## src/hdl/tnsi_pkg.sv

```systemverilog
package tnsi_pkg;

    // list geometry and field widths
    localparam int MAX_SLOTS  = 8;
    localparam int SCORE_BITS = 32;
    localparam int ID_BITS    = 16;
    localparam int SLOT_W     = 3;
    localparam int POS_W      = 3;
    localparam int LEN_W      = 4;
    localparam int MODE_W     = 2;

    localparam logic [LEN_W-1:0] LEN_RESET = LEN_W'(8);

    // request kinds carried in tuser
    typedef enum logic [MODE_W-1:0] {
        MODE_INSERT = 2'd0,
        MODE_READ   = 2'd1,
        MODE_CLEAR  = 2'd2
    } mode_t;

    // one list entry as handed between neighbouring cells
    typedef struct packed {
        logic                         full;
        logic signed [SCORE_BITS-1:0] score;
        logic [ID_BITS-1:0]           id;
    } entry_t;

    // per-cycle command to every cell
    typedef struct packed {
        logic ins;
        logic clr;
    } cell_ctrl_t;

    // input word, first field in the highest bits
    typedef struct packed {
        logic [SLOT_W-1:0]            slot;
        logic [ID_BITS-1:0]           entry_id;
        logic signed [SCORE_BITS-1:0] score;
    } in_word_t;

    // result word, first field in the highest bits
    typedef struct packed {
        logic [ID_BITS-1:0]           read_id;
        logic signed [SCORE_BITS-1:0] read_score;
        logic                         read_valid;
        logic [POS_W-1:0]             position;
        logic                         accepted;
    } result_t;

    localparam int IN_BITS    = $bits(in_word_t);
    localparam int RES_BITS   = $bits(result_t);
    localparam int S_TDATA_W  = ((IN_BITS + 7) / 8) * 8;
    localparam int M_TDATA_W  = ((RES_BITS + 7) / 8) * 8;
    localparam int S_TUSER_W  = 8;

endpackage

```

## src/hdl/tnsi_cell.sv

```systemverilog
module tnsi_cell
    import tnsi_pkg::*;
(
    input  logic                         clk,
    input  logic                         rst_n,
    input  cell_ctrl_t                   ctrl,
    input  logic                         in_range,
    input  logic signed [SCORE_BITS-1:0] new_score,
    input  logic [ID_BITS-1:0]           new_id,
    input  entry_t                       prev_entry,
    input  logic                         found_in,
    output entry_t                       entry,
    output logic                         found_out,
    output logic                         ins_here
);

    logic                         full_reg;
    logic                         full_next;
    logic signed [SCORE_BITS-1:0] score_reg;
    logic signed [SCORE_BITS-1:0] score_next;
    logic [ID_BITS-1:0]           id_reg;
    logic [ID_BITS-1:0]           id_next;
    logic                         take;
    logic                         shift;

    // candidate beats this slot, or the slot is free
    assign take      = ctrl.ins && in_range && (!full_reg || (new_score > score_reg));
    assign ins_here  = take && !found_in;
    assign found_out = found_in || take;
    assign shift     = ctrl.ins && in_range && found_in;

    // next entry: clear, load candidate, take from upstream cell, or hold
    always_comb
    begin
        full_next  = full_reg;
        score_next = score_reg;
        id_next    = id_reg;
        priority if (ctrl.clr)
        begin
            full_next = 1'b0;
        end
        else if (ins_here)
        begin
            full_next  = 1'b1;
            score_next = new_score;
            id_next    = new_id;
        end
        else if (shift)
        begin
            full_next  = prev_entry.full;
            score_next = prev_entry.score;
            id_next    = prev_entry.id;
        end
        else
        begin
            full_next = full_reg;
        end
    end

    // occupancy flag
    always_ff @(posedge clk or negedge rst_n)
    begin
        if (!rst_n)
        begin
            full_reg <= 1'b0;
        end
        else
        begin
            full_reg <= full_next;
        end
    end

    // payload, no reset
    always_ff @(posedge clk)
    begin
        score_reg <= score_next;
        id_reg    <= id_next;
    end

    assign entry.full  = full_reg;
    assign entry.score = score_reg;
    assign entry.id    = id_reg;

endmodule

```

## src/hdl/top_n_sorted_insert_core.sv

```systemverilog
// Sorted top-N list: holds up to eight (score, id) entries in descending signed score order
// in a row of cells, each cell owning one slot. An insert word places the candidate ahead of
// the first slot it strictly beats, or in the first free slot, within the first list_length
// slots; later entries move down a place and the last one drops off. A read word returns one
// slot, a clear word empties the list. Every word is taken and its result registered, so a new
// word can be accepted each cycle unless the output stalls; the longest path is the score
// compare in each cell followed by the found chain through the row. The result sits in an
// output register, so a new word is taken while the previous result is taken the same cycle.
// list_length is written through the cfg channel while the block is idle, which the user must
// ensure, not the block. Values above eight act as eight, zero rejects every insert.
module top_n_sorted_insert_core
    import tnsi_pkg::*;
(
    input  logic                 clk,
    input  logic                 rst_n,
    // cfg_data: list_length[3:0]
    input  logic                 cfg_valid,
    output logic                 cfg_ready,
    input  logic [LEN_W-1:0]     cfg_data,
    input  logic                 s_tvalid,
    output logic                 s_tready,
    // s_tdata: score[31:0], entry_id[47:32], slot[50:48], zero fill
    input  logic [S_TDATA_W-1:0] s_tdata,
    // s_tuser: mode[1:0], upper bits unused
    input  logic [S_TUSER_W-1:0] s_tuser,
    output logic                 m_tvalid,
    input  logic                 m_tready,
    // m_tdata: accepted[0], position[3:1], read_valid[4], read_score[36:5],
    // read_id[52:37], zero fill
    output logic [M_TDATA_W-1:0] m_tdata
);

    logic [LEN_W-1:0]     list_length_reg;
    logic                 out_valid_reg;
    logic                 out_valid_next;
    result_t              out_reg;
    result_t              out_next;
    logic                 accept;
    in_word_t             item;
    mode_t                mode;
    cell_ctrl_t           ctrl;
    entry_t               entries   [MAX_SLOTS];
    logic [MAX_SLOTS:0]   found;
    logic [MAX_SLOTS-1:0] ins_here;
    logic [MAX_SLOTS-1:0] in_range;
    logic [POS_W-1:0]     ins_pos;
    entry_t               rd_entry;

    // configuration register
    assign cfg_ready = 1'b1;

    always_ff @(posedge clk or negedge rst_n)
    begin
        if (!rst_n)
        begin
            list_length_reg <= LEN_RESET;
        end
        else if (cfg_valid && cfg_ready)
        begin
            list_length_reg <= cfg_data;
        end
    end

    // input decode
    assign s_tready = !out_valid_reg || m_tready;
    assign accept   = s_tvalid && s_tready;
    assign item     = in_word_t'(s_tdata[IN_BITS-1:0]);
    assign mode     = mode_t'(s_tuser[MODE_W-1:0]);
    assign ctrl.ins = accept && (mode == MODE_INSERT);
    assign ctrl.clr = accept && (mode == MODE_CLEAR);

    // row of slot cells
    assign found[0] = 1'b0;

    for (genvar i = 0; i < MAX_SLOTS; i++)
    begin : g_cell
        entry_t prev;

        assign in_range[i] = int'(list_length_reg) > i;

        if (i == 0)
        begin : g_head
            assign prev = '0;
        end
        else
        begin : g_body
            assign prev = entries[i-1];
        end

        tnsi_cell u_cell (
            .clk        (clk),
            .rst_n      (rst_n),
            .ctrl       (ctrl),
            .in_range   (in_range[i]),
            .new_score  (item.score),
            .new_id     (item.entry_id),
            .prev_entry (prev),
            .found_in   (found[i]),
            .entry      (entries[i]),
            .found_out  (found[i+1]),
            .ins_here   (ins_here[i])
        );
    end

    // insert position from the one-hot landing flags
    always_comb
    begin
        ins_pos = '0;
        for (int i = 0; i < MAX_SLOTS; i++)
        begin
            if (ins_here[i])
            begin
                ins_pos = ins_pos | POS_W'(i);
            end
        end
    end

    // read slot select
    always_comb
    begin
        rd_entry = '0;
        for (int i = 0; i < MAX_SLOTS; i++)
        begin
            if (int'(item.slot) == i)
            begin
                rd_entry = entries[i];
            end
        end
    end

    // result word for the accepted request
    always_comb
    begin
        out_next = '0;
        unique case (mode)
            MODE_INSERT:
            begin
                out_next.accepted = found[MAX_SLOTS];
                out_next.position = ins_pos;
            end
            MODE_READ:
            begin
                if (rd_entry.full)
                begin
                    out_next.read_valid = 1'b1;
                    out_next.read_score = rd_entry.score;
                    out_next.read_id    = rd_entry.id;
                end
            end
            MODE_CLEAR:
            begin
                out_next = '0;
            end
            default:
            begin
                out_next = '0;
            end
        endcase
    end

    // output register handshake
    always_comb
    begin
        out_valid_next = out_valid_reg;
        priority if (accept)
        begin
            out_valid_next = 1'b1;
        end
        else if (m_tready)
        begin
            out_valid_next = 1'b0;
        end
        else
        begin
            out_valid_next = out_valid_reg;
        end
    end

    always_ff @(posedge clk or negedge rst_n)
    begin
        if (!rst_n)
        begin
            out_valid_reg <= 1'b0;
        end
        else
        begin
            out_valid_reg <= out_valid_next;
        end
    end

    always_ff @(posedge clk)
    begin
        if (accept)
        begin
            out_reg <= out_next;
        end
    end

    assign m_tvalid = out_valid_reg;
    assign m_tdata  = M_TDATA_W'(out_reg);

endmodule

```

## config.mk

```make
export PLATFORM = sky130hd
export DESIGN_NAME = top_n_sorted_insert_core
export DESIGN_NICKNAME = d
export VERILOG_FILES = /design/src/hdl/tnsi_pkg.sv /design/src/hdl/tnsi_cell.sv /design/src/hdl/top_n_sorted_insert_core.sv
export SDC_FILE = /design/constraint.sdc
export NUM_CORES = 1
export LEC_CHECK = 0
export BUFFER_PORTS_ARGS = -buffer_cell sky130_fd_sc_hd__clkbuf_2
export CORE_MARGIN = 2
export CORE_UTILIZATION = 60
export CTS_CLUSTER_SIZE = 12
export DETAILED_ROUTE_END_ITERATION = 10
export PLACE_DENSITY = 0.83
export RECOVER_POWER = 25
export SLEW_MARGIN = 20
export SYNTH_ARGS = -nofsm -noshare
export SYNTH_HDL_FRONTEND = slang
export SYNTH_SLANG_ARGS = --single-unit
```

## constraint.sdc

```tcl
create_clock -name clk -period 14.7 [get_ports clk]
set_clock_uncertainty 0.15 [all_clocks]
set_input_delay 0.735 -clock clk [delete_from_list [all_inputs] [get_ports clk]]
set_output_delay 0.735 -clock clk [all_outputs]
set_load 0.005 [all_outputs]
```

After elaboration in Yosys (flattened, before gate mapping) --
Cells that the tools add are included.
Cells by class: bitwise gates (word level) 1, order comparisons 16, equal/unequal tests 9, reduce and logical (&&, ||, !) cells 92, multiplexer cells 69
Operators by type and width (count):
- $mux 32 | 14
- $mux 49 | 8
- $gt 32x32->1 | 8
- $mux 16 | 14
- $logic_and 1x1->1 | 33
- $mux 1 | 27
- $reduce_bool 3->1 | 7
- $reduce_and 2->1 | 9
- $reduce_bool 2->1 | 9
- $gt 4x3->1 const B | 4
- $logic_not 1->1 | 16
- $logic_or 1x1->1 | 16
- $eq 3x3->1 const B | 4
- $mux 3 | 4
- $gt 4x1->1 const B | 2
- $gt 4x2->1 const B | 2
- $eq 3x2->1 const B | 2
- $mux 2 | 2
- $eq 3x1->1 const B | 1
- $logic_not 3->1 | 1
- $eq 2x1->1 const B | 1
- $eq 2x2->1 const B | 1
- $logic_not 2->1 | 1
- $not 1->1 | 1
Word-level totals: word-level logic and storage cells 218, output and inout bits 59, flip-flop bits (word level) 450

Longest topological paths before layout --
Gate-level depths: netlist (run 1).
depth in word-level cells 16, gate-level depth with buffers 13, depth with buffers taken out 11

Cells and area by module --
A second synthesis (run 1) with hierarchy kept.
Unflattened totals: cells, all modules 2397, area total of the unflattened synthesis 29294.3 um2
By module, submodules not included:
- tnsi_cell | cells each 231, instances 8, area each 2926.6 um2
- top_n_sorted_insert_core | cells each 549, instances 1, area each 5881.9 um2

Worst setup path after synthesis (run 1) --
OpenSTA, ideal clock, no wires.
path kind input-to-reg, from input port s_tdata[29], to register g_cell[2].u_cell.id_reg[0], enable pin, data required time 14.069 ns, path slack 7.673 ns, arrival 6.396 ns, stages 10, cell sequence ha_1 > a21o_1 > a21o_1 > a221oi_1 > o21ai_0 > or3b_1 > nand3_1 > nor2_4 > clkbuf_1 > a41oi_1
Between the ends: longest elaborated chain between the ends 8, elaborated cells on any way between the ends 15, those cells by class 3 x order compare; 12 x reduce/logical
RTL lines:
- from (decl) | RTL line top_n_sorted_insert_core.sv:23 | input logic [S_TDATA_W-1:0] s_tdata,
- $gt 32x32->1 | RTL line tnsi_cell.sv:27 | assign take = ctrl.ins && in_range && (!full_reg || (new_score > score_reg));
- $logic_or 1x1->1 | RTL line tnsi_cell.sv:27
- $logic_and 1x1->1 | RTL line tnsi_cell.sv:27
- $logic_or 1x1->1 | RTL line tnsi_cell.sv:29 | assign found_out = found_in || take;
- $logic_not 1->1 | RTL line tnsi_cell.sv:28 | assign ins_here = take && !found_in;
- $logic_and 1x1->1 | RTL line tnsi_cell.sv:28
- $reduce_bool 2->1 (no line) *
- $reduce_and 2->1 (no line) *
- to (signal assigned) | RTL line tnsi_cell.sv:77 | id_reg <= id_next;
- to (decl) | RTL line tnsi_cell.sv:21 | logic [ID_BITS-1:0] id_reg;
Every way passes the cells marked *; elsewhere a longest branch is shown, timed or not. A chain may end at the register's enable or synchronous reset.

Worst setup path in the final report (run 1) --
from input port s_tdata[49], to register out_reg (netlist bit m_tdata[9]), data pin
Between the ends: longest elaborated chain between the ends 10, elaborated cells on any way between the ends 17, those cells by class 7 x eq/ne; 8 x mux; 2 x reduce/logical
RTL lines:
- $logic_not 3->1 | RTL line top_n_sorted_insert_core.sv:124 | if (int'(item.slot) == i)
- $mux 49 (7 in series) | RTL line top_n_sorted_insert_core.sv:124
- $mux 49 * | RTL line top_n_sorted_insert_core.sv:124
- $reduce_and 2->1 (no line)
- to (signal assigned) | RTL line top_n_sorted_insert_core.sv:195 | out_reg <= out_next;
- to (decl) | RTL line top_n_sorted_insert_core.sv:36 | result_t out_reg;
Marked as above.

==> results.md, run 1 <==
- Final hold vios: 0
- Worst path max stage delay: 2680 ps
- Worst-path cell chain: clkbuf_1 -> clkbuf_1 -> mux4_2 -> mux2_1 -> nand3b_1 -> clkbuf_1 -> a21oi_1
- RSZ-0062 raised after global routing: no
- DRC Markers: 0
- F_max: 0.104 GHz
- Count of final setup violators: 0
- DRT Pass-1 Iters: 6
- Initial Util: 61.0%
- Vias after detailed routing: 20500
- Core area: 45600 um^2
- Setup TNS: 0 ps
- Die area: 48000 um^2
- Largest net degree at the start of global routing: 67
- Slew HR: -193%
- Register area share after synthesis: 48.4%
- R2r endpoint: g_cell[1].u_cell.score_reg[5]
- WL/cell: 26.8 um
- Hold wc startpoint: s_tvalid
- Total Routing Usage GR: 34.1%
- Post-Syn Area: 27800 um^2
- P_leak: 12.1 nW
- Place WS: 8490 ps
- Multi-input gate area: 13000 um^2
- Critical path's slowest cell: clkbuf_1
- Layout cell share with drive strength beyond 1: 15.6%
- Largest cells by area after synthesis: edfxtp_1 47%, ha_1 12%, mux2_2 6.3%
- Commonest cells after routing, fill and taps aside: 437 x edfxtp_1, 270 x inv_1, 256 x ha_1
- Global-route wire length before repair: 122 mm
- Seq cells post-synth: 450
- CTS max path bufs: 3
- Area delta synth->final: 9.65%
- Commonest non-fill, non-tap cell in the layout: edfxtp_1
- Final Critical Period: 9590 ps
- Yosys cell types: 72
- Post-synth EDFFs: 437
- Worst reg2reg path depth: 12
- Post-route setup slack: 5110 ps
- Hold Crit Class: input pin to flop
- Asr flop ratio synth: 2.89%
- Vias per cell: 6.73
- Tcrit/Tclk final: 65.3%
- FP Rows: 78
- VDD IR-drop max: 106 uV
- Worst slew pin tran: 4390 ps
- Sink Count: 450
- Post-CTS sizing: 0
- Cell taking the most area after synthesis: edfxtp_1
- Largest register FFs: 256
- Final #Nets: 2732
- Synthesized instance count: 2305
- Total wire length: 81.3 mm
- Worst-skew pair later-pin latency: 620 ps
- Post-route ant nets: 0
- Setup crit start kind: input pin
- Delay-heaviest family, CP: buffers and inverters
- Worst setup path endpoint: m_tdata[9]
- Die span in y: 219 um
- Failing checks: max-capacitance violations, max-slew violations
- # H-tree levels: 2
- DIE WIDTH: 219 um
- Most frequent CP cell: clkbuf_1
- CP endpoint kind: flop
- Grt total ovfl: 0
- Worst Setup SP: s_tdata[49]
- Final Slew Violations: 253
- WP buf/inv: 3
- R2R setup slack: 7200 ps
- TritonCTS clock tree: yes
- WP data required: 14710 ps
- Syn avg cell area: 12.1 um^2
- Final Power: 3.06 mW
- I/O Buffers: 116
- P per Cell Area: 100 nW/um^2
- GPL Wtd Cong: 0.968
- Initial antenna violation count: 2
- Kind of critical path: input pin to flop
- Crit path max fanout: 54
- Post-synth top area share: 47.2%
- Hold depth: 2
- Crit path DAT: 9600 ps
- CTS Buf Count: 49
- Worst-path clk slew: 60 ps
- DP HPWL: 53.3 mm
- Postcts setup bufs: 0
- Util after Layout: 66.8%
- Non-filler instance count after layout: 3037
- Predominant post-synthesis flop cell: edfxtp_1
- Storage element area: 13400 um^2
- Worst r2r src: g_cell[0].u_cell.score_reg[15]
- Max-cap violations: 5
- Ys Warns: 0
- Starting DRT DRC Count: 2674
- Vias in the first global route: 20400
- Placed instance count: 2951
- Clock root cell: clkbuf_16
- Outcome: finished, violations left
- Top-level I/O count: 132
- Fillers: 3277
- Worst path depth: 7
[logic make-up (layout without fill, tap and decap cells)]
kind of cell	Yosys count	count (layout)	synth area share, %
buf+inv	370	499	5.26
flops	450	450	48.4
compound gates	402	402	8.98
simple gates	432	432	7.64
mux	393	393	18.2
fa+ha+maj	256	256	11.5
other cells	2	5	0.0270
[cells in the mapped netlist (9+ instances only)]
| library cell | number |
|---|---|
| a22o_1 | 20 |
| o211ai_1 | 15 |
| mux4_2 | 58 |
| nand2b_1 | 11 |
| nand4_1 | 51 |
| buf_2 | 25 |
| a21oi_1 | 130 |
| nor2b_1 | 19 |
| a21o_1 | 31 |
| inv_1 | 270 |
| dfrtp_1 | 12 |
| mux2_2 | 155 |
| nor2_1 | 111 |
| o221ai_1 | 21 |
| mux2_1 | 116 |
| mux2_4 | 9 |
| nor3_1 | 14 |
| nand3_1 | 56 |
| nand2_1 | 124 |
| clkbuf_1 | 49 |
| buf_1 | 17 |
| nor4_1 | 12 |
| o21ai_0 | 122 |
| edfxtp_1 | 437 |
| a211oi_1 | 13 |
| mux2i_1 | 55 |
| ha_1 | 256 |
[layer usage]
layer | part of all wire (%) | track usage (%) | vias up
met5 | 0 | 0 | -
met4 | 5.1 | 16.3 | 0
met3 | 12 | 8.73 | 290
met2 | 46 | 54.1 | 1295
met1 | 37 | 43.9 | 10000
li1 | - | - | 8846
[worst min path at each step]
stage | endpoint | slack, ps
2_1_floorplan | g_cell[0].u_cell.full_reg | 290
3_3_place_gp | m_tvalid | 370
6_report | m_tvalid | 200
5_1_grt | list_length_reg[3] | 210
3_5_place_dp | g_cell[7].u_cell.id_reg[4] | 400
4_1_cts | m_tvalid | 190
[stage by stage]
| step | hold WS (ps) | cell area [um^2] |
|---|---|---|
| global placement | 375 | 29000 |
| finish | 199 | 30500 |
| CTS | 193 | 30600 |
| detailed placement | 396 | 29000 |
| floorplan | 289 | 27800 |
| global route | 209 | 30500 |
[layout make-up]
| type | count | area share (%) |
|---|---|---|
| antenna | 1 | 0.00821 |
| clock buffer | 61 | 4.21 |
| clock inverter | 23 | 0.883 |
| inverter | 270 | 3.33 |
| multi-input combinational | 1487 | 42.7 |
| sequential | 450 | 44.1 |
| tap | 600 | 2.46 |
| timing repair buffer | 145 | 2.30 |
[where the power goes]
| part | internal, mW | switching [mW] |
|---|---|---|
| clock network | 0.691 | 0.534 |
| logic | 0.135 | 0.233 |
| registers | 1.45 | 0.0211 |
[repair_timing]
action / CTS / global route
endpoints found under the setup margin: 0 / 0
hold buffers: 1 / 0
hold endpoints to repair: 12 / 0
(Power assumes the default switching activity.)
==> run 2, diff against run 1 <==
- clock period: 14.7 -> 9 ns (I/O delays scaled with it)
==> run 2 against run 1 <==
Net effect: die area unchanged; critical endpoint is now m_tdata[13]; core utilization is 0.29 points higher; combinational power up 64%; register-to-register slack got worse by 3600 ps; final cell count rose by 0.76%; the flow still finishes with violations (max-capacitance violations, max-slew violations).
==> results.md, run 2 (synthesized netlist as in run 1, its figures left out) <==
- Core area: 45600 um^2
- Hold depth: 3
- WHS Endpoint: m_tvalid
- Clock root cell: clkbuf_16
- Sink Count: 450
- Slew HR: -190%
- Outcome: finished, violations left
- Area delta synth->final: 10.1%
- Total wire length: 80.4 mm
- Vias per cell: 6.67
- Final hold vios: 0
- Final Slew Violations: 152
- P_leak: 12.2 nW
- Hold Crit Class: input pin to flop
- DP HPWL: 53.1 mm
- Die span in y: 219 um
- CP endpoint kind: flop
- Worst reg2reg path depth: 13
- Final #Nets: 2757
- Worst-path clk slew: 60 ps
- Largest net degree at the start of global routing: 66
- Worst r2r src: g_cell[2].u_cell.score_reg[14]
- Max-cap violations: 3
- P per Cell Area: 159 nW/um^2
- R2R setup slack: 3570 ps
- Worst path max stage delay: 2940 ps
- WL/cell: 26.3 um
- Worst slew pin tran: 4350 ps
- Setup TNS: 0 ps
- Global-route wire length before repair: 122 mm
- GPL Wtd Cong: 0.943
- Layout cell share with drive strength beyond 1: 15.2%
- Vias after detailed routing: 20400
- Starting DRT DRC Count: 2736
- Crit path max fanout: 52
- Critical path's slowest cell: clkbuf_1
- Post-route setup slack: 1800 ps
- DRT Pass-1 Iters: 6
- VDD IR-drop max: 153 uV
- R2r endpoint: g_cell[4].u_cell.id_reg[10]
- Largest register FFs: 256
- Hold wc startpoint: m_tready
- Setup crit start kind: input pin
- WP buf/inv: 2
- I/O Buffers: 116
- DIE WIDTH: 219 um
- TritonCTS clock tree: yes
- Die area: 48000 um^2
- Kind of critical path: input pin to flop
- Final Critical Period: 7200 ps
- Post-route ant nets: 0
- CTS Buf Count: 48
- Util after Layout: 67.1%
- DRC Markers: 0
- CTS max path bufs: 3
- Grt total ovfl: 0
- Worst-skew pair later-pin latency: 620 ps
- Failing checks: max-capacitance violations, max-slew violations
- Postcts setup bufs: 0
- F_max: 0.139 GHz
- FP Rows: 78
- Count of final setup violators: 0
- Crit path DAT: 7360 ps
- RSZ-0062 raised after global routing: no
- Tcrit/Tclk final: 80.0%
- Worst-path cell chain: clkbuf_2 -> clkbuf_1 -> nand2_1 -> o21ai_0 -> a21oi_1
- WP data required: 9160 ps
- Place WS: 3410 ps
- Top-level I/O count: 132
- # H-tree levels: 2
- Total Routing Usage GR: 33.9%
- Delay-heaviest family, CP: buffers and inverters
- Initial antenna violation count: 3
- Post-CTS sizing: 0
- Initial Util: 61.0%
- Vias in the first global route: 20800
- Commonest cells after routing, fill and taps aside: 437 x edfxtp_1, 270 x inv_1, 256 x ha_1
- Commonest non-fill, non-tap cell in the layout: edfxtp_1
run 2: layout make-up:
type | instances | area, um^2
Fill cell | 3218 | 15000
Clock inverter | 25 | 194
Multi-Input combinational cell | 1487 | 13000
Antenna cell | 1 | 2.50
Timing Repair Buffer | 171 | 961
Tap cell | 600 | 751
Inverter | 270 | 1010
Clock buffer | 56 | 1230
Sequential cell | 450 | 13400
run 2: repair_timing:
action / CTS / global route
endpoints found under the setup margin: 0 / 0
hold buffers: 26 / 0
endpoints found under the hold margin: 35 / 0
run 2: worst max path at each step:
| stage | from | to | slack, ps | cells after the start |
|---|---|---|---|---|
| final | s_tdata[49] | m_tdata[13] | 1800 | 5 |
| after global routing | s_tdata[49] | m_tdata[6] | 1930 | 5 |
| after CTS | g_cell[5].u_cell.score_reg[31] | g_cell[7].u_cell.score_reg[22] | 3760 | 12 |
| after detailed placement | s_tdata[14] | g_cell[4].u_cell.id_reg[13] | 3410 | 13 |
| after global placement | s_tdata[31] | g_cell[7].u_cell.id_reg[4] | 3360 | 12 |
| after floorplan | s_tdata[29] | g_cell[2].u_cell.id_reg[0] | 2260 | 10 |
run 2: worst reg2reg max path, cell delays in order (launching register included):
cell	delay (ps)
edfxtp_1	410
inv_1	70
ha_1	320
nand4_1	240
nor4_1	720
a21boi_1	240
o41ai_1	120
nand3_1	270
a31oi_4	100
buf_4	310
a211oi_4	610
nand3_2	610
buf_4	580
mux2_1	430
run 2: routing by layer:
layer / vias up / track usage, % / routed length (um)
li1: 8876 / - / -
met1: 9995 / 43.9 / 30000
met2: 1236 / 54.2 / 37500
met3: 299 / 6.85 / 8470
met4: 0 / 17.3 / 4450
met5: - / 0 / 0
run 2: power by group:
| group | switching, mW | internal (mW) | total [mW] |
|---|---|---|---|
| clock | 0.868 | 1.01 | 1.88 |
| sequential | 0.0349 | 2.36 | 2.39 |
| combinational | 0.378 | 0.227 | 0.605 |
| total | 1.28 | 3.60 | 4.88 |
run 2: stage by stage:
stage | hold WS, ps | cell area [um^2] | std cells | power, mW
detailed placement | 229 | 29000 | 2952 | 3.01
global placement | 222 | 29000 | 2952 | 2.99
CTS | 5.36 | 30700 | 3059 | 4.86
finish | 18.6 | 30600 | 3060 | 4.88
floorplan | 4.41 | 27800 | 2307 | 2.78
global route | 45.3 | 30600 | 3060 | 5.00
